===== src/rtl/tdlw_pkg.sv =====
// tdlw_pkg: shared types, codes and record helpers for the tile display list walker.
// No dependencies; used by the interfaces, input stage, walker, output queue, top level and testbench.
`default_nettype none

package tdlw_pkg;

	localparam int ADDR_BITS = 23;
	localparam int WORD_BITS = 32;
	localparam int MAX_RES   = 3;

	typedef logic [ADDR_BITS-1:0] addr_t;

	localparam logic FUNC_START = 1'b0;
	localparam logic FUNC_WORD  = 1'b1;

	// top three bits of an object list word
	localparam logic [2:0] TOP_TRI_ARRAY  = 3'b100;
	localparam logic [2:0] TOP_QUAD_ARRAY = 3'b101;
	localparam logic [2:0] TOP_LINK       = 3'b111;

	typedef enum logic [3:0] {
		KIND_FETCH  = 4'd0,
		KIND_REGION = 4'd1,
		KIND_LIST   = 4'd2,
		KIND_STRIP  = 4'd3,
		KIND_TRI    = 4'd4,
		KIND_QUAD   = 4'd5,
		KIND_LINK   = 4'd6,
		KIND_END    = 4'd7,
		KIND_DONE   = 4'd8,
		KIND_ERROR  = 4'd9
	} rec_kind_t;

	typedef struct packed {
		rec_kind_t   rec_kind;
		addr_t       fetch_addr;
		logic [5:0]  tile_x;
		logic [5:0]  tile_y;
		logic [3:0]  region_flags;
		logic [2:0]  list_type;
		logic [20:0] prim_addr;
		logic [2:0]  skip;
		logic        shadow;
		logic [5:0]  mask_or_count;
	} rec_t;

	typedef struct packed {
		logic                 valid;
		logic                 func;
		logic [WORD_BITS-1:0] mem_word;
	} item_t;

	// results of one input item, oldest in slot 0
	typedef struct packed {
		logic [1:0]              cnt;
		rec_t [MAX_RES-1:0]      recs;
	} group_t;

	function automatic rec_t make_rec(rec_kind_t kind, addr_t addr, logic [2:0] ltype);
		rec_t r;
		r            = '0;
		r.rec_kind   = kind;
		r.fetch_addr = addr;
		r.list_type  = ltype;
		return r;
	endfunction

endpackage

`default_nettype wire


===== src/rtl/tdlw_ifs.sv =====
// tdlw_ifs: valid/ready channel interfaces for the tile display list walker.
// Item, result and configuration channels; depends on tdlw_pkg for the address type.
`default_nettype none

interface tdlw_item_if;
	logic        valid;
	logic        ready;
	logic        func;
	logic [31:0] mem_word;

	modport source (output valid, func, mem_word, input ready);
	modport sink (input valid, func, mem_word, output ready);
endinterface

interface tdlw_result_if;
	logic                valid;
	logic                ready;
	logic [3:0]          rec_kind;
	tdlw_pkg::addr_t     fetch_addr;
	logic [5:0]          tile_x;
	logic [5:0]          tile_y;
	logic [3:0]          region_flags;
	logic [2:0]          list_type;
	logic [20:0]         prim_addr;
	logic [2:0]          skip;
	logic                shadow;
	logic [5:0]          mask_or_count;
	logic                last;

	modport source (output valid, rec_kind, fetch_addr, tile_x, tile_y, region_flags,
		list_type, prim_addr, skip, shadow, mask_or_count, last, input ready);
	modport sink (input valid, rec_kind, fetch_addr, tile_x, tile_y, region_flags,
		list_type, prim_addr, skip, shadow, mask_or_count, last, output ready);
endinterface

interface tdlw_cfg_if;
	logic            valid;
	logic            ready;
	tdlw_pkg::addr_t region_base;

	modport source (output valid, region_base, input ready);
	modport sink (input valid, region_base, output ready);
endinterface

`default_nettype wire


===== src/rtl/tile_display_list_walker.sv =====
// tile_display_list_walker: top level of the region array and object list walker.
// Uses tdlw_pkg, tdlw_ifs, tdlw_in_stage, tdlw_walker and tdlw_out_queue.
//
// Usage:
//   item   - func 0 starts a walk at region_base; func 1 carries the memory word
//            read at the address named by the most recent fetch record.
//   result - records (fetch, region, list start, primitives, link, end of list,
//            done, error); last marks the final record caused by one item beat.
//   cfg    - writes region_base; always ready, write it only while idle.
// An item's beat is registered in the input register and decoded combinationally;
// its records are loaded into the result register once that register is free.
// Throughput: one item per cycle while each item yields one record and the
// receiver is ready; an item yielding several records holds the result register
// until its final record is taken, one record per beat, and the input register
// absorbs one more item meanwhile.
// Reset clears the walk state to idle and empties both registers; words
// arriving while idle produce no records. A stalled receiver backs up the
// result register and then the input register, dropping item.ready.
`default_nettype none

module tile_display_list_walker #(
	parameter int NUM_LISTS = 5
) (
	input  wire logic      clk,
	input  wire logic      arst_n,
	tdlw_item_if.sink      item,
	tdlw_result_if.source  result,
	tdlw_cfg_if.sink       cfg
);
	import tdlw_pkg::*;

	addr_t  region_base_q;
	item_t  item_s1;
	logic   take;
	logic   grp_free;
	group_t grp;
	rec_t   head;

	assign cfg.ready = 1'b1;

	always_ff @(posedge clk or negedge arst_n) begin
		if (!arst_n) begin
			region_base_q <= '0;
		end else if (cfg.valid) begin
			region_base_q <= cfg.region_base;
		end
	end

	tdlw_in_stage u_in_stage (
		.clk      (clk),
		.arst_n   (arst_n),
		.in_valid (item.valid),
		.in_ready (item.ready),
		.in_func  (item.func),
		.in_word  (item.mem_word),
		.take     (take),
		.item_s1  (item_s1)
	);

	tdlw_walker #(
		.NUM_LISTS (NUM_LISTS)
	) u_walker (
		.clk         (clk),
		.arst_n      (arst_n),
		.item_s1     (item_s1),
		.region_base (region_base_q),
		.grp_free    (grp_free),
		.take        (take),
		.grp         (grp)
	);

	tdlw_out_queue u_out_queue (
		.clk       (clk),
		.arst_n    (arst_n),
		.load      (take),
		.grp       (grp),
		.grp_free  (grp_free),
		.out_valid (result.valid),
		.out_ready (result.ready),
		.head      (head),
		.out_last  (result.last)
	);

	assign result.rec_kind      = head.rec_kind;
	assign result.fetch_addr    = head.fetch_addr;
	assign result.tile_x        = head.tile_x;
	assign result.tile_y        = head.tile_y;
	assign result.region_flags  = head.region_flags;
	assign result.list_type     = head.list_type;
	assign result.prim_addr     = head.prim_addr;
	assign result.skip          = head.skip;
	assign result.shadow        = head.shadow;
	assign result.mask_or_count = head.mask_or_count;

endmodule

`default_nettype wire


===== src/rtl/tdlw_in_stage.sv =====
// tdlw_in_stage: input register in front of the walker decode.
// Holds one accepted beat until the walker takes it; depends on tdlw_pkg.
`default_nettype none

module tdlw_in_stage (
	input  wire logic            clk,
	input  wire logic            arst_n,
	input  wire logic            in_valid,
	output logic                 in_ready,
	input  wire logic            in_func,
	input  wire logic [31:0]     in_word,
	input  wire logic            take,
	output tdlw_pkg::item_t      item_s1
);
	import tdlw_pkg::*;

	logic                 valid_s1;
	logic                 func_s1;
	logic [WORD_BITS-1:0] word_s1;

	assign in_ready = !valid_s1 || take;

	always_ff @(posedge clk or negedge arst_n) begin
		if (!arst_n) begin
			valid_s1 <= 1'b0;
		end else if (in_valid && in_ready) begin
			valid_s1 <= 1'b1;
		end else if (take) begin
			valid_s1 <= 1'b0;
		end
	end

	always_ff @(posedge clk) begin
		if (in_valid && in_ready) begin
			func_s1 <= in_func;
			word_s1 <= in_word;
		end
	end

	assign item_s1 = '{valid: valid_s1, func: func_s1, mem_word: word_s1};

endmodule

`default_nettype wire


===== src/rtl/tdlw_walker.sv =====
// tdlw_walker: walk state and combinational decode of one registered beat.
// Produces a group of up to three records per beat; depends on tdlw_pkg.
`default_nettype none

module tdlw_walker #(
	parameter int NUM_LISTS = 5
) (
	input  wire logic            clk,
	input  wire logic            arst_n,
	input  wire tdlw_pkg::item_t item_s1,
	input  wire tdlw_pkg::addr_t region_base,
	input  wire logic            grp_free,
	output logic                 take,
	output tdlw_pkg::group_t     grp
);
	import tdlw_pkg::*;

	localparam int ENTRY_BYTES = 4 * (1 + NUM_LISTS);

	typedef enum logic [1:0] {PH_IDLE, PH_CTRL, PH_PTRS, PH_OBJ} phase_t;

	phase_t             phase_q, phase_d;
	addr_t              region_ptr_q, region_d;
	logic [2:0]         list_idx_q, idx_d;
	addr_t              obj_addr_q, obj_d;
	logic               last_region_q, last_d;
	logic [ADDR_BITS:0] list_q [NUM_LISTS];
	logic               list_we;

	logic [WORD_BITS-1:0] w;
	logic [2:0]           top;
	logic [ADDR_BITS:0]   new_ptr;
	logic [ADDR_BITS:0]   eff;
	logic [3:0]           from_idx;
	logic                 found;
	logic [2:0]           sel_idx;
	addr_t                sel_addr;
	addr_t                region_nxt;
	rec_t                 nl_r0, nl_r1;
	logic [1:0]           nl_cnt;
	phase_t               nl_phase;
	addr_t                nl_region;
	logic [2:0]           nl_idx;
	addr_t                nl_obj;
	rec_t                 prim_r;
	rec_kind_t            prim_kind;
	logic [ADDR_BITS:0]   target;
	logic [ADDR_BITS:0]   obj_next;

	function automatic logic region_fits(addr_t a);
		logic [ADDR_BITS:0] s;
		s = {1'b0, a} + (ADDR_BITS+1)'(ENTRY_BYTES);
		return !s[ADDR_BITS];
	endfunction

	// a 4-byte read must end below the top of memory
	function automatic logic obj_fits(logic [ADDR_BITS:0] a);
		logic [ADDR_BITS+1:0] s;
		s = {1'b0, a} + (ADDR_BITS+2)'(4);
		return s[ADDR_BITS+1:ADDR_BITS] == 2'b00;
	endfunction

	assign take = item_s1.valid && grp_free;

	always_comb begin
		w   = item_s1.mem_word;
		top = w[31:29];
		// empty bit over a pointer saturated to the highest address
		new_ptr = {w[31], (|w[30:ADDR_BITS]) ? {ADDR_BITS{1'b1}}
			: {w[ADDR_BITS-1:3], 1'b0, w[1:0]}};

		// search for the next non-empty list, the pointer being written bypassed
		from_idx = (phase_q == PH_PTRS) ? 4'd0 : {1'b0, list_idx_q} + 4'd1;
		found    = 1'b0;
		sel_idx  = '0;
		sel_addr = '0;
		eff      = '0;
		for (int i = 0; i < NUM_LISTS; i++) begin
			eff = (phase_q == PH_PTRS && list_idx_q == 3'(i)) ? new_ptr : list_q[i];
			if (!found && 4'(i) >= from_idx && !eff[ADDR_BITS]) begin
				found    = 1'b1;
				sel_idx  = 3'(i);
				sel_addr = eff[ADDR_BITS-1:0];
			end
		end

		region_nxt = region_ptr_q + ADDR_BITS'(ENTRY_BYTES);

		nl_r0     = '0;
		nl_r1     = '0;
		nl_cnt    = 2'd1;
		nl_phase  = PH_IDLE;
		nl_region = region_ptr_q;
		nl_idx    = list_idx_q;
		nl_obj    = obj_addr_q;
		if (found) begin
			nl_r0  = make_rec(KIND_LIST, sel_addr, sel_idx);
			nl_cnt = 2'd2;
			nl_idx = sel_idx;
			nl_obj = sel_addr;
			if (obj_fits({1'b0, sel_addr})) begin
				nl_r1    = make_rec(KIND_FETCH, sel_addr, sel_idx);
				nl_phase = PH_OBJ;
			end else begin
				nl_r1 = make_rec(KIND_ERROR, sel_addr, 3'd0);
			end
		end else if (last_region_q) begin
			nl_r0 = make_rec(KIND_DONE, '0, 3'd0);
		end else begin
			nl_region = region_nxt;
			if (region_fits(region_nxt)) begin
				nl_r0    = make_rec(KIND_FETCH, region_nxt, 3'd0);
				nl_phase = PH_CTRL;
			end else begin
				nl_r0 = make_rec(KIND_ERROR, region_nxt, 3'd0);
			end
		end

		prim_kind = !w[31] ? KIND_STRIP : ((top == TOP_TRI_ARRAY) ? KIND_TRI : KIND_QUAD);
		prim_r               = make_rec(prim_kind, obj_addr_q, list_idx_q);
		prim_r.prim_addr     = w[20:0];
		prim_r.skip          = w[23:21];
		prim_r.shadow        = w[24];
		prim_r.mask_or_count = !w[31] ? w[30:25] : ({2'b00, w[28:25]} + 6'd1);
		obj_next             = {1'b0, obj_addr_q} + (ADDR_BITS+1)'(4);
		target               = {w[ADDR_BITS:2], 2'b00};

		grp      = '0;
		phase_d  = phase_q;
		region_d = region_ptr_q;
		idx_d    = list_idx_q;
		obj_d    = obj_addr_q;
		last_d   = last_region_q;
		list_we  = 1'b0;

		if (item_s1.func == FUNC_START) begin
			region_d = region_base;
			last_d   = 1'b0;
			idx_d    = '0;
			grp.cnt  = 2'd1;
			if (region_fits(region_base)) begin
				grp.recs[0] = make_rec(KIND_FETCH, region_base, 3'd0);
				phase_d     = PH_CTRL;
			end else begin
				grp.recs[0] = make_rec(KIND_ERROR, region_base, 3'd0);
				phase_d     = PH_IDLE;
			end
		end else begin
			case (phase_q)
				PH_CTRL: begin
					grp.cnt                  = 2'd2;
					grp.recs[0]              = make_rec(KIND_REGION, region_ptr_q, 3'd0);
					grp.recs[0].tile_x       = w[7:2];
					grp.recs[0].tile_y       = w[13:8];
					grp.recs[0].region_flags = w[31:28];
					grp.recs[1] = make_rec(KIND_FETCH, region_ptr_q + ADDR_BITS'(4), 3'd0);
					last_d      = w[31];
					idx_d       = '0;
					phase_d     = PH_PTRS;
				end
				PH_PTRS: begin
					list_we = 1'b1;
					if ({1'b0, list_idx_q} + 4'd1 < 4'(NUM_LISTS)) begin
						idx_d       = list_idx_q + 3'd1;
						grp.cnt     = 2'd1;
						grp.recs[0] = make_rec(KIND_FETCH, region_ptr_q
							+ ADDR_BITS'({1'b0, list_idx_q, 2'b00} + 6'd8), 3'd0);
					end else begin
						grp.cnt     = nl_cnt;
						grp.recs[0] = nl_r0;
						grp.recs[1] = nl_r1;
						phase_d     = nl_phase;
						region_d    = nl_region;
						idx_d       = nl_idx;
						obj_d       = nl_obj;
					end
				end
				PH_OBJ: begin
					if (!w[31] || top == TOP_TRI_ARRAY || top == TOP_QUAD_ARRAY) begin
						grp.cnt     = 2'd2;
						grp.recs[0] = prim_r;
						obj_d       = obj_next[ADDR_BITS-1:0];
						if (obj_fits(obj_next)) begin
							grp.recs[1] = make_rec(KIND_FETCH, obj_next[ADDR_BITS-1:0], list_idx_q);
						end else begin
							grp.recs[1] = make_rec(KIND_ERROR, obj_next[ADDR_BITS-1:0], 3'd0);
							phase_d     = PH_IDLE;
						end
					end else if (top == TOP_LINK) begin
						if (w[28]) begin
							// end of list, then on to the next list, the next region, done or an error
							grp.cnt     = nl_cnt + 2'd1;
							grp.recs[0] = make_rec(KIND_END, target[ADDR_BITS-1:0], list_idx_q);
							grp.recs[1] = nl_r0;
							grp.recs[2] = nl_r1;
							phase_d     = nl_phase;
							region_d    = nl_region;
							idx_d       = nl_idx;
							obj_d       = nl_obj;
						end else begin
							grp.cnt     = 2'd2;
							grp.recs[0] = make_rec(KIND_LINK, target[ADDR_BITS-1:0], list_idx_q);
							obj_d       = target[ADDR_BITS-1:0];
							if (obj_fits(target)) begin
								grp.recs[1] = make_rec(KIND_FETCH, target[ADDR_BITS-1:0], list_idx_q);
							end else begin
								grp.recs[1] = make_rec(KIND_ERROR, target[ADDR_BITS-1:0], 3'd0);
								phase_d     = PH_IDLE;
							end
						end
					end else begin
						grp.cnt     = 2'd1;
						grp.recs[0] = make_rec(KIND_ERROR, obj_addr_q, 3'd0);
						phase_d     = PH_IDLE;
					end
				end
				default: begin
					// word while idle: dropped
					grp.cnt = 2'd0;
				end
			endcase
		end
	end

	always_ff @(posedge clk or negedge arst_n) begin
		if (!arst_n) begin
			phase_q       <= PH_IDLE;
			region_ptr_q  <= '0;
			list_idx_q    <= '0;
			obj_addr_q    <= '0;
			last_region_q <= 1'b0;
		end else if (take) begin
			phase_q       <= phase_d;
			region_ptr_q  <= region_d;
			list_idx_q    <= idx_d;
			obj_addr_q    <= obj_d;
			last_region_q <= last_d;
		end
	end

	for (genvar i = 0; i < NUM_LISTS; i++) begin : g_list
		always_ff @(posedge clk) begin
			if (take && list_we && list_idx_q == 3'(i)) begin
				list_q[i] <= new_ptr;
			end
		end
	end

endmodule

`default_nettype wire


===== src/rtl/tdlw_out_queue.sv =====
// tdlw_out_queue: result register holding one group of up to three records.
// Sends them one beat at a time and marks the final one; depends on tdlw_pkg.
`default_nettype none

module tdlw_out_queue (
	input  wire logic             clk,
	input  wire logic             arst_n,
	input  wire logic             load,
	input  wire tdlw_pkg::group_t grp,
	output logic                  grp_free,
	output logic                  out_valid,
	input  wire logic             out_ready,
	output tdlw_pkg::rec_t        head,
	output logic                  out_last
);
	import tdlw_pkg::*;

	rec_t       recs_q [MAX_RES];
	logic [1:0] cnt_q;

	assign out_valid = cnt_q != 2'd0;
	assign out_last  = cnt_q == 2'd1;
	assign head      = recs_q[0];
	// free when empty or when the final beat leaves this cycle
	assign grp_free  = !out_valid || (out_last && out_ready);

	always_ff @(posedge clk or negedge arst_n) begin
		if (!arst_n) begin
			cnt_q <= 2'd0;
		end else if (load) begin
			cnt_q <= grp.cnt;
		end else if (out_valid && out_ready) begin
			cnt_q <= cnt_q - 2'd1;
		end
	end

	always_ff @(posedge clk) begin
		if (load) begin
			for (int i = 0; i < MAX_RES; i++) begin
				recs_q[i] <= grp.recs[i];
			end
		end else if (out_valid && out_ready) begin
			for (int i = 0; i < MAX_RES - 1; i++) begin
				recs_q[i] <= recs_q[i+1];
			end
		end
	end

endmodule

`default_nettype wire


===== src/flat_wrapper.sv =====
// flat-port wrapper written by rule: the top's interface ports become plain ports
module tile_display_list_walker_flat import tdlw_pkg::*;
#(
	parameter int NUM_LISTS = 5
)
  (clk, arst_n, item_valid, item_func, item_mem_word, item_ready, result_valid, result_rec_kind, result_fetch_addr, result_tile_x, result_tile_y, result_region_flags, result_list_type, result_prim_addr, result_skip, result_shadow, result_mask_or_count, result_last, result_ready, cfg_valid, cfg_region_base, cfg_ready);
  tdlw_item_if item_i ();
  tdlw_result_if result_i ();
  tdlw_cfg_if cfg_i ();
  input  wire logic clk;
  input  wire logic arst_n;
  input wire logic [$bits(item_i.valid)-1:0] item_valid;
  input wire logic [$bits(item_i.func)-1:0] item_func;
  input wire logic [$bits(item_i.mem_word)-1:0] item_mem_word;
  output wire logic [$bits(item_i.ready)-1:0] item_ready;
  output wire logic [$bits(result_i.valid)-1:0] result_valid;
  output wire logic [$bits(result_i.rec_kind)-1:0] result_rec_kind;
  output wire logic [$bits(result_i.fetch_addr)-1:0] result_fetch_addr;
  output wire logic [$bits(result_i.tile_x)-1:0] result_tile_x;
  output wire logic [$bits(result_i.tile_y)-1:0] result_tile_y;
  output wire logic [$bits(result_i.region_flags)-1:0] result_region_flags;
  output wire logic [$bits(result_i.list_type)-1:0] result_list_type;
  output wire logic [$bits(result_i.prim_addr)-1:0] result_prim_addr;
  output wire logic [$bits(result_i.skip)-1:0] result_skip;
  output wire logic [$bits(result_i.shadow)-1:0] result_shadow;
  output wire logic [$bits(result_i.mask_or_count)-1:0] result_mask_or_count;
  output wire logic [$bits(result_i.last)-1:0] result_last;
  input wire logic [$bits(result_i.ready)-1:0] result_ready;
  input wire logic [$bits(cfg_i.valid)-1:0] cfg_valid;
  input wire logic [$bits(cfg_i.region_base)-1:0] cfg_region_base;
  output wire logic [$bits(cfg_i.ready)-1:0] cfg_ready;
  assign item_i.valid = item_valid;
  assign item_i.func = item_func;
  assign item_i.mem_word = item_mem_word;
  assign item_ready = item_i.ready;
  assign result_valid = result_i.valid;
  assign result_rec_kind = result_i.rec_kind;
  assign result_fetch_addr = result_i.fetch_addr;
  assign result_tile_x = result_i.tile_x;
  assign result_tile_y = result_i.tile_y;
  assign result_region_flags = result_i.region_flags;
  assign result_list_type = result_i.list_type;
  assign result_prim_addr = result_i.prim_addr;
  assign result_skip = result_i.skip;
  assign result_shadow = result_i.shadow;
  assign result_mask_or_count = result_i.mask_or_count;
  assign result_last = result_i.last;
  assign result_i.ready = result_ready;
  assign cfg_i.valid = cfg_valid;
  assign cfg_i.region_base = cfg_region_base;
  assign cfg_ready = cfg_i.ready;
  tile_display_list_walker #(.NUM_LISTS(NUM_LISTS)) u_core (.clk(clk), .arst_n(arst_n), .item(item_i), .result(result_i), .cfg(cfg_i));
endmodule

===== config.mk =====
export PLATFORM = sky130hd
export DESIGN_NAME = tile_display_list_walker_flat
export DESIGN_NICKNAME = d
export VERILOG_FILES = /design/src/rtl/tdlw_pkg.sv /design/src/rtl/tdlw_ifs.sv /design/src/rtl/tile_display_list_walker.sv /design/src/rtl/tdlw_in_stage.sv /design/src/rtl/tdlw_walker.sv /design/src/rtl/tdlw_out_queue.sv /design/src/flat_wrapper.sv
export SDC_FILE = /design/constraint.sdc
export NUM_CORES = 1
export LEC_CHECK = 0
export BUFFER_PORTS_ARGS = -buffer_cell sky130_fd_sc_hd__buf_2
export CORE_AREA = 2 2 196 198
export DETAILED_ROUTE_END_ITERATION = 8
export DIE_AREA = 0 0 198 200
export PLACE_DENSITY_LB_ADDON = 0.05
export SETUP_SLACK_MARGIN = 0.5
export SLEW_MARGIN = 20
export SYNTH_ARGS = -nofsm -noshare
export SYNTH_HDL_FRONTEND = slang
export SYNTH_SLANG_ARGS = --single-unit

===== constraint.sdc =====
create_clock -name clk -period 7.6 [get_ports clk]
set_clock_uncertainty 0.1 [all_clocks]
set_input_delay 1.52 -clock clk [delete_from_list [all_inputs] [get_ports clk]]
set_output_delay 1.52 -clock clk [all_outputs]
set_load 0.05 [all_outputs]

==> impl_metrics.xml, run 1 <==
<?xml version="1.0" encoding="UTF-8"?>
<metrics>
  <group name="status">
    <metric name="status" unit="">finished, final reports clean</metric>
  </group>
  <group name="clock_tree">
    <metric name="cts_repair_resize_count" unit="">0</metric>
    <metric name="insertion_delay_of_the_later_clocked_pin_in_the_worst_skew_pair" unit="ns">0.59</metric>
    <metric name="cts_sinks" unit="">364</metric>
    <metric name="cts-root-to-sink-buffers" unit="">3</metric>
    <metric name="hold_buffer_count_at_cts" unit="">0</metric>
    <metric name="htree_levels" unit="">2</metric>
    <metric name="cts_tree" unit="">built</metric>
    <metric name="clock_tree.root_cell" unit="">sky130_fd_sc_hd__clkbuf_16</metric>
    <metric name="cts.repair_timing.setup_buffer_count" unit="">0</metric>
    <metric name="cts_made_buffers" unit="">40</metric>
    <metric name="clkSlewWorstSetupHoldPaths" unit="ns">0.06</metric>
  </group>
  <group name="worst_setup_path">
    <metric name="setup.worst_path.class" unit="">reg -&gt; reg</metric>
    <metric name="cp_max_fo" unit="">28</metric>
    <metric name="critical_path_sink_type" unit="">flip-flop</metric>
    <metric name="critPathArrivalTime" unit="ns">5.98</metric>
    <metric name="crit_path_start_kind" unit="">flip-flop</metric>
    <metric name="cp.required" unit="ns">7.82</metric>
  </group>
  <group name="synth">
    <metric name="synth.net_count" unit="">2219</metric>
    <metric name="synth_seq_cells" unit="">364</metric>
    <metric name="synth_async_sr_flop_share" unit="%">21.4</metric>
    <metric name="synthesis.area" unit="um^2">21200</metric>
    <metric name="netlist-cell-type-count" unit="">90</metric>
    <metric name="ys.flop_type" unit="">sky130_fd_sc_hd__edfxtp_1</metric>
    <metric name="synthesis.instances" unit="">2131</metric>
    <metric name="ys_warnings" unit="">0</metric>
    <metric name="synth-edff-count" unit="">286</metric>
    <metric name="seq_area_frac_synth" unit="%">49.7</metric>
    <metric name="postSynthAreaPerCell" unit="um^2">9.94</metric>
  </group>
  <group name="timing">
    <metric name="finalCritPeriodShare" unit="%">75.7</metric>
    <metric name="maxClockFrequency" unit="GHz">0.174</metric>
    <metric name="maxSlewViolCount" unit="">0</metric>
    <metric name="fin_crit" unit="ns">5.75</metric>
    <metric name="fin_setup_tns" unit="ns">0</metric>
    <metric name="worst_slew_pin_slew" unit="ns">1.20</metric>
    <metric name="fin_hold_viols" unit="">0</metric>
    <metric name="slew-limit-headroom" unit="%">19.7</metric>
    <metric name="setup_viol_count_final" unit="">0</metric>
    <metric name="rsz_0062_raised_after_global_routing" unit="">no</metric>
  </group>
  <group name="grt">
    <metric name="antenna_found_initial" unit="">3</metric>
    <metric name="grt_overflow" unit="">0</metric>
    <metric name="grt_pass1_vias" unit="">17200</metric>
    <metric name="grt_util_all_layers" unit="%">40.4</metric>
    <metric name="grt_pass1_wl" unit="um">116000</metric>
    <metric name="grt_max_degree" unit="">78</metric>
  </group>
  <group name="floorplan">
    <metric name="fp.dieArea" unit="um^2">39600</metric>
    <metric name="core_area" unit="um^2">37400</metric>
    <metric name="io_pins" unit="">142</metric>
    <metric name="effective_utilization_at_floorplan" unit="%">56.7</metric>
    <metric name="rows" unit="">71</metric>
    <metric name="die-height" unit="um">200</metric>
    <metric name="die-width" unit="um">198</metric>
  </group>
  <group name="pwr">
    <metric name="power.density" unit="nW/um^2">431</metric>
    <metric name="power.net_switching" unit="uW">4670</metric>
    <metric name="switching_share" unit="%">46.9</metric>
    <metric name="internal-power" unit="uW">5280</metric>
    <metric name="power_share_of_the_clock_group" unit="%">20.8</metric>
    <metric name="pwr-share-seq" unit="%">34.5</metric>
    <metric name="post-layout-total-power" unit="uW">9950</metric>
    <metric name="leakagePower" unit="uW">0.00823</metric>
    <metric name="pwr-share-comb" unit="%">44.8</metric>
    <metric name="vdd_ir_drop_max" unit="mV">0.537</metric>
  </group>
  <group name="cells_and_area">
    <metric name="area.growth.synth_to_final" unit="%">9.08</metric>
    <metric name="layout.nets" unit="">2213</metric>
    <metric name="layout-drive-gt1-share" unit="%">17.3</metric>
  </group>
  <group name="placement">
    <metric name="place.port_buffers" unit="">140</metric>
    <metric name="last_weighted_congestion_value_of_the_routability_driven_placer" unit="">1.05</metric>
    <metric name="place.detailed.hpwl" unit="um">55400</metric>
  </group>
  <group name="routing">
    <metric name="drt_drc_violations_left" unit="">0</metric>
    <metric name="vias" unit="">18400</metric>
    <metric name="drt_wl_total" unit="um">79600</metric>
    <metric name="drtAntennaViolNets" unit="">0</metric>
    <metric name="via_per_inst" unit="">6.91</metric>
    <metric name="wl_per_cell" unit="um">29.9</metric>
    <metric name="drt_pass1_iterations" unit="">6</metric>
    <metric name="drt_iter0_drc" unit="">3202</metric>
  </group>
  <group name="job">
    <metric name="cap_viol_max_count" unit="">0</metric>
  </group>
  <group name="worst_hold_path">
    <metric name="timing.hold.worst.class" unit="">reg -&gt; reg</metric>
  </group>
</metrics>
-- sequential cells by signal (all words and copies together), names as in the netlist --
register and flops:
u_core.u_walker.last_region_q 1, u_core.u_in_stage.valid_s1 1, u_core.u_walker.list_idx_q 3, u_core.u_out_queue.recs_q 133, u_core.u_in_stage.word_s1 32, u_core.region_base_q 23
u_core.u_walker.obj_addr_q 23, u_core.u_in_stage.func_s1 1, u_core.u_walker.list_q 120, u_core.u_walker.region_ptr_q 23, u_core.u_out_queue.cnt_q 2, u_core.u_walker.phase_q 2
-- worst paths after layout --
path | startpoint | endpoint | slack [ns] | cells past startpoint
min in group asynchronous | arst_n | u_core.u_walker.region_ptr_q[22] | 0.80 | 1
max reg2reg | u_core.u_walker.list_idx_q[2] | u_core.u_out_queue.recs_q[0][110] | 1.85 | 12
max | u_core.u_walker.list_idx_q[2] | u_core.u_out_queue.recs_q[0][110] | 1.85 | 12
max in group asynchronous | arst_n | u_core.u_walker.list_idx_q[2] | 5.50 | 2
min | u_core.region_base_q[20] | u_core.region_base_q[20] | 0.41 | 1
min reg2reg | u_core.region_base_q[20] | u_core.region_base_q[20] | 0.41 | 1
-- critical path, stage by stage (launching register included) --
cell	delay, ns
sky130_fd_sc_hd__dfrtp_1	0.73
sky130_fd_sc_hd__inv_1	0.16
sky130_fd_sc_hd__ha_1	0.28
sky130_fd_sc_hd__nand2_2	0.48
sky130_fd_sc_hd__mux2_2	0.42
sky130_fd_sc_hd__or3_1	0.61
sky130_fd_sc_hd__nor2_2	0.70
sky130_fd_sc_hd__o211ai_1	0.18
sky130_fd_sc_hd__a31oi_1	0.71
sky130_fd_sc_hd__nand4_2	0.24
sky130_fd_sc_hd__nor3_4	0.47
sky130_fd_sc_hd__o21ai_1	0.14
sky130_fd_sc_hd__a31o_2	0.27
-- power groups by stage --
| stage | logic (uW) | clock network, uW | registers (uW) |
|---|---|---|---|
| final | 4460 | 2070 | 3430 |
| after global routing | 4670 | 2150 | 3460 |
| after CTS | 4320 | 2080 | 3390 |
| after detailed placement | 4310 | 0 | 3430 |
| after global placement | 4270 | 0 | 3410 |
| after floorplan | 3340 | 0 | 3100 |
-- cells in the mapped netlist, types with 24 or more instances --
cell type	n	area share [%]
sky130_fd_sc_hd__nand4_1	28	0.83
sky130_fd_sc_hd__mux2_2	47	2.5
sky130_fd_sc_hd__buf_4	78	2.8
sky130_fd_sc_hd__a221oi_1	29	1.2
sky130_fd_sc_hd__inv_1	40	0.71
sky130_fd_sc_hd__mux2i_1	31	1.5
sky130_fd_sc_hd__edfxtp_1	286	41
sky130_fd_sc_hd__xnor2_1	36	1.5
sky130_fd_sc_hd__nand2_1	198	3.5
sky130_fd_sc_hd__xor2_1	29	1.2
sky130_fd_sc_hd__nand3_1	44	1.0
sky130_fd_sc_hd__clkbuf_1	142	2.5
sky130_fd_sc_hd__ha_1	26	1.5
sky130_fd_sc_hd__and3_1	60	1.8
sky130_fd_sc_hd__o211ai_1	24	0.85
sky130_fd_sc_hd__dfrtp_1	78	9.2
sky130_fd_sc_hd__a211oi_1	45	1.6
sky130_fd_sc_hd__a21oi_1	144	3.4
sky130_fd_sc_hd__o21ai_0	125	3.0
sky130_fd_sc_hd__nor2_1	228	4.0
sky130_fd_sc_hd__o22ai_1	28	0.83
sky130_fd_sc_hd__nor3_1	33	0.78
-- cells in the final DEF, fill, tap and decap left out, types with 17 or more instances in the layout --
master / instances
sky130_fd_sc_hd__xor2_1: 29
sky130_fd_sc_hd__nand2_1: 198
sky130_fd_sc_hd__edfxtp_1: 286
sky130_fd_sc_hd__buf_4: 56
sky130_fd_sc_hd__clkbuf_16: 40
sky130_fd_sc_hd__dfrtp_1: 78
sky130_fd_sc_hd__nor3_1: 33
sky130_fd_sc_hd__o22ai_1: 28
sky130_fd_sc_hd__a21oi_1: 144
sky130_fd_sc_hd__nand4_1: 28
sky130_fd_sc_hd__a221oi_1: 29
sky130_fd_sc_hd__o21ai_0: 123
sky130_fd_sc_hd__nand3_1: 44
sky130_fd_sc_hd__xnor2_1: 36
sky130_fd_sc_hd__and3_1: 60
sky130_fd_sc_hd__ha_1: 25
sky130_fd_sc_hd__o211ai_1: 24
sky130_fd_sc_hd__inv_1: 38
sky130_fd_sc_hd__nor2_1: 221
sky130_fd_sc_hd__buf_2: 139
sky130_fd_sc_hd__nor2b_1: 17
sky130_fd_sc_hd__mux2_2: 47
sky130_fd_sc_hd__a31oi_1: 17
sky130_fd_sc_hd__mux2i_1: 31
sky130_fd_sc_hd__a211oi_1: 45
-- metal layers --
metal	track usage (%)	share of wire (%)	up-vias
li1	-	-	7870
met1	57.9	40	8778
met2	57.8	41	1480
met3	11.7	14	265
met4	16.3	4.5	4
met5	0	0.021	-
-- kinds of logic (layout without fill, tap and decap cells) --
logic type,count (synthesis),count (layout),synth area share [%]
simple gates,710,710,16.3
compound gates,593,593,18.8
mux,78,78,3.96
other cells,1,2,0.0177
flops,364,364,49.7
xor+xnor,65,65,2.69
buf+inv,293,314,6.80
fa+ha+maj,27,27,1.63
-- final cells by class --
| type | instances | area (um^2) |
|---|---|---|
| clock buffers | 43 | 1010 |
| well taps | 511 | 639 |
| multi-input cells | 1474 | 9260 |
| fillers | 3110 | 14300 |
| diodes | 1 | 2.50 |
| clock inverters | 26 | 348 |
| inverters | 50 | 190 |
| repair buffers | 195 | 1120 |
| flip-flops and latches | 364 | 10500 |
-- through the flow --
| stage | std cells | worst slack [ns] | hold WS (ns) | instance area, um^2 | util (%) |
|---|---|---|---|---|---|
| after floorplan | 2131 | 2.85 | 0.373 | 21200 | - |
| after global placement | 2594 | 2.22 | 0.391 | 21700 | 58.1 |
| after detailed placement | 2594 | 2.00 | 0.408 | 21700 | 58.1 |
| after CTS | 2663 | 2.00 | 0.421 | 23100 | 61.8 |
| after global routing | 2663 | 1.63 | 0.445 | 23100 | 61.8 |
| final | 2664 | 1.85 | 0.414 | 23100 | 61.8 |
(Power assumes the default switching activity.)
==> inputs of run 2 (changes only) <==
--- a/config.mk
+++ b/config.mk
@@ -6,9 +6,9 @@
 export NUM_CORES = 1
 export LEC_CHECK = 0
 export BUFFER_PORTS_ARGS = -buffer_cell sky130_fd_sc_hd__buf_2
-export CORE_AREA = 2 2 196 198
+export CORE_AREA = 2 2 198 200
 export DETAILED_ROUTE_END_ITERATION = 8
-export DIE_AREA = 0 0 198 200
+export DIE_AREA = 0 0 200 202
 export PLACE_DENSITY_LB_ADDON = 0.05
 export SETUP_SLACK_MARGIN = 0.5
 export SLEW_MARGIN = 20
==> constraint.sdc (replaced) <==
create_clock -name clk -period 4.7 [get_ports clk]
set_clock_uncertainty 0.1 [all_clocks]
set_input_delay 0.94 -clock clk [delete_from_list [all_inputs] [get_ports clk]]
set_output_delay 0.94 -clock clk [all_outputs]
set_load 0.05 [all_outputs]
==> impl_metrics.xml, run 2 (synthesis gave the netlist of run 1 again) <==
<?xml version="1.0" encoding="UTF-8"?>
<metrics>
  <group name="timing">
    <metric name="rsz_0062_raised_after_global_routing" unit="">yes</metric>
    <metric name="worst_slew_pin_slew" unit="ns">1.15</metric>
    <metric name="fin_crit" unit="ns">4.12</metric>
    <metric name="slew-limit-headroom" unit="%">23.0</metric>
    <metric name="timing.final.ws_setup" unit="ns">0.582</metric>
    <metric name="finalCritPeriodShare" unit="%">87.6</metric>
    <metric name="worst_hold_slack" unit="ns">0.320</metric>
    <metric name="maxSlewViolCount" unit="">0</metric>
    <metric name="setup_viol_count_final" unit="">0</metric>
    <metric name="fin_hold_viols" unit="">0</metric>
    <metric name="fin_setup_tns" unit="ns">0</metric>
    <metric name="maxClockFrequency" unit="GHz">0.243</metric>
  </group>
  <group name="pwr">
    <metric name="pwr-share-seq" unit="%">32.7</metric>
    <metric name="post-layout-total-power" unit="uW">16500</metric>
    <metric name="power.net_switching" unit="uW">7750</metric>
    <metric name="leakagePower" unit="uW">0.00869</metric>
    <metric name="vdd_ir_drop_max" unit="mV">0.445</metric>
    <metric name="switching_share" unit="%">46.9</metric>
    <metric name="internal-power" unit="uW">8780</metric>
    <metric name="power_share_of_the_clock_group" unit="%">20.0</metric>
    <metric name="pwr-share-comb" unit="%">47.3</metric>
    <metric name="power.density" unit="nW/um^2">690</metric>
  </group>
  <group name="worst_setup_path">
    <metric name="crit-reg2reg-launch" unit="">u_core.u_walker.list_idx_q[0]</metric>
    <metric name="r2r_end" unit="">u_core.u_out_queue.recs_q[0][110]</metric>
    <metric name="setup.worst_path.class" unit="">reg -&gt; reg</metric>
    <metric name="cp.required" unit="ns">4.96</metric>
    <metric name="critPathArrivalTime" unit="ns">4.37</metric>
    <metric name="endpoint" unit="">u_core.u_out_queue.recs_q[0][110]</metric>
    <metric name="worst-r2r-cell-count" unit="">12</metric>
    <metric name="timing.critical_path.cells" unit="">ha_1 &gt; ha_1 &gt; a21oi_1 &gt; or3_4 &gt; nor2_2 &gt; buf_4 &gt; o211ai_1 &gt; a31oi_2 &gt; nand4_2 &gt; nor3_4 &gt; o21ai_1 &gt; a31o_2</metric>
    <metric name="slowest_stage" unit="">sky130_fd_sc_hd__or3_4</metric>
    <metric name="crit_path_start_kind" unit="">flip-flop</metric>
    <metric name="cp-startpoint" unit="">u_core.u_walker.list_idx_q[0]</metric>
    <metric name="critical_path_sink_type" unit="">flip-flop</metric>
    <metric name="slowest_delay" unit="ns">0.51</metric>
    <metric name="cp_max_fo" unit="">11</metric>
    <metric name="setup.reg_to_reg.worst_slack" unit="ns">0.58</metric>
    <metric name="crit_path_frequent_cell" unit="">sky130_fd_sc_hd__ha_1</metric>
  </group>
  <group name="floorplan">
    <metric name="io_pins" unit="">142</metric>
    <metric name="rows" unit="">72</metric>
    <metric name="die-height" unit="um">202</metric>
    <metric name="effective_utilization_at_floorplan" unit="%">55.3</metric>
    <metric name="core_area" unit="um^2">38300</metric>
    <metric name="fp.dieArea" unit="um^2">40400</metric>
    <metric name="die-width" unit="um">200</metric>
  </group>
  <group name="placement">
    <metric name="dpl_worst_slack" unit="ns">0.127</metric>
    <metric name="place.port_buffers" unit="">140</metric>
    <metric name="last_weighted_congestion_value_of_the_routability_driven_placer" unit="">1.01</metric>
    <metric name="place.detailed.hpwl" unit="um">58000</metric>
  </group>
  <group name="clock_tree">
    <metric name="htree_levels" unit="">2</metric>
    <metric name="hold_buffer_count_at_cts" unit="">0</metric>
    <metric name="cts-root-to-sink-buffers" unit="">3</metric>
    <metric name="clock_tree.root_cell" unit="">sky130_fd_sc_hd__clkbuf_16</metric>
    <metric name="cts_tree" unit="">built</metric>
    <metric name="clkSlewWorstSetupHoldPaths" unit="ns">0.06</metric>
    <metric name="cts_sinks" unit="">364</metric>
    <metric name="cts_made_buffers" unit="">41</metric>
    <metric name="insertion_delay_of_the_later_clocked_pin_in_the_worst_skew_pair" unit="ns">0.60</metric>
  </group>
  <group name="routing">
    <metric name="drt_drc_violations_left" unit="">0</metric>
    <metric name="drt_wl_total" unit="um">81100</metric>
    <metric name="via_per_inst" unit="">6.83</metric>
    <metric name="vias" unit="">18900</metric>
    <metric name="wl_per_cell" unit="um">29.4</metric>
    <metric name="drtAntennaViolNets" unit="">0</metric>
    <metric name="drt_pass1_iterations" unit="">8</metric>
    <metric name="drt_iter0_drc" unit="">2979</metric>
  </group>
  <group name="grt">
    <metric name="grt_util_all_layers" unit="%">40.5</metric>
    <metric name="grt_overflow" unit="">0</metric>
    <metric name="grt_max_degree" unit="">60</metric>
    <metric name="antenna_found_initial" unit="">2</metric>
    <metric name="grt_pass1_vias" unit="">17700</metric>
    <metric name="grt_pass1_wl" unit="um">119000</metric>
  </group>
  <group name="cells_and_area">
    <metric name="area.growth.synth_to_final" unit="%">13.1</metric>
    <metric name="largest_register_by_flop_count" unit="">u_core.u_out_queue.recs_q</metric>
    <metric name="layout.filler_cells" unit="">3161</metric>
    <metric name="layout.nets" unit="">2296</metric>
    <metric name="mostFrequentLayoutCell" unit="">sky130_fd_sc_hd__edfxtp_1</metric>
    <metric name="layout-drive-gt1-share" unit="%">22.1</metric>
    <metric name="multi_input_area" unit="um^2">9450</metric>
    <metric name="layout.cells.most_common_list" unit="">sky130_fd_sc_hd__edfxtp_1 (286), sky130_fd_sc_hd__nor2_1 (220), sky130_fd_sc_hd__nand2_1 (198), sky130_fd_sc_hd__a21oi_1 (144), sky130_fd_sc_hd__buf_2 (139)</metric>
    <metric name="layout_top_registers" unit="">u_core.u_out_queue.recs_q: 133 flops, u_core.u_walker.list_q: 120 flops, u_core.u_in_stage.word_s1: 32 flops</metric>
    <metric name="sequential_cell_area" unit="um^2">10500</metric>
    <metric name="largest_register_ffs" unit="">133</metric>
  </group>
  <group name="job">
    <metric name="cap_viol_max_count" unit="">0</metric>
  </group>
  <group name="worst_hold_path">
    <metric name="timing.hold.worst.class" unit="">in -&gt; async</metric>
  </group>
  <group name="status">
    <metric name="status" unit="">finished, final reports clean</metric>
  </group>
</metrics>
-- run 2: cell count changes in the layout (fill, tap and decap cells not counted), moves of 3 or more --
cell	change
sky130_fd_sc_hd__a2111oi_0	-9
sky130_fd_sc_hd__a2111oi_1	+6
sky130_fd_sc_hd__a2111oi_2	+3
sky130_fd_sc_hd__a211oi_1	-3
sky130_fd_sc_hd__a211oi_2	+3
sky130_fd_sc_hd__and2_1	-4
sky130_fd_sc_hd__and2_2	+3
sky130_fd_sc_hd__buf_12	+3
sky130_fd_sc_hd__buf_4	+78
sky130_fd_sc_hd__bufinv_16	-4
sky130_fd_sc_hd__ha_1	-3
sky130_fd_sc_hd__o21ai_2	+3
-- run 2: how the worst min path moves through the flow --
| stage | start | to | slack [ns] | depth (start not counted) |
|---|---|---|---|---|
| floorplan | u_core.region_base_q[20] | u_core.region_base_q[20] | 0.37 | 1 |
| global placement | u_core.region_base_q[20] | u_core.region_base_q[20] | 0.39 | 1 |
| detailed placement | u_core.u_out_queue.recs_q[1][68] | u_core.u_out_queue.recs_q[0][145] | 0.40 | 2 |
| CTS | arst_n | u_core.region_base_q[15] | 0.35 | 1 |
| global route | arst_n | u_core.region_base_q[15] | 0.39 | 1 |
| finish | arst_n | u_core.region_base_q[15] | 0.32 | 1 |
-- run 2: critical path, delay by kind of cell (launching register included) --
kind	cells	cell delay (ns)
simple gates	4	1.33
compound gates	5	1.04
fa+ha+maj	2	0.68
flops	1	0.48
buf+inv	1	0.26
-- run 2: cell type report --
| class | count | area share [%] |
|---|---|---|
| Sequential cell | 364 | 44.0 |
| Clock buffer | 48 | 4.52 |
| Antenna cell | 1 | 0.0104 |
| Clock inverter | 27 | 1.14 |
| Inverter | 50 | 0.804 |
| Tap cell | 518 | 2.70 |
| Multi-Input combinational cell | 1474 | 39.4 |
| Timing Repair Buffer | 277 | 7.40 |
-- run 2: power by group through the flow --
stage	Combinational, uW	Clock [uW]	Sequential, uW
after detailed placement	7440	0	5400
after CTS	7500	3330	5350
after floorplan	5400	0	5010
after global routing	8200	3440	5470
after global placement	7390	0	5390
final	7820	3310	5400
-- run 2: metrics by stage --
stage	instance area (um^2)	utilization (%)	cells
floorplan	21200	-	2131
global route	24000	62.6	2759
CTS	23800	62.1	2757
finish	24000	62.6	2759
global placement	22400	58.5	2681
detailed placement	22400	58.5	2681
-- run 2: repair_timing --
| item | in CTS | in global routing |
|---|---|---|
| cloned | 0 | 0 |
| pin swaps | 1 | 3 |
| buffers inserted | 1 | 1 |
| gates resized for setup | 14 | 43 |
| setup endpoints to repair | 38 | 42 |
-- run 2: layer usage --
layer	vias up	global-route usage, %	wire, um
met5	-	0	13
met4	2	17.8	4070
met3	261	9.96	9970
met2	1342	58.5	34600
met1	9187	58.0	32400
li1	8059	-	-
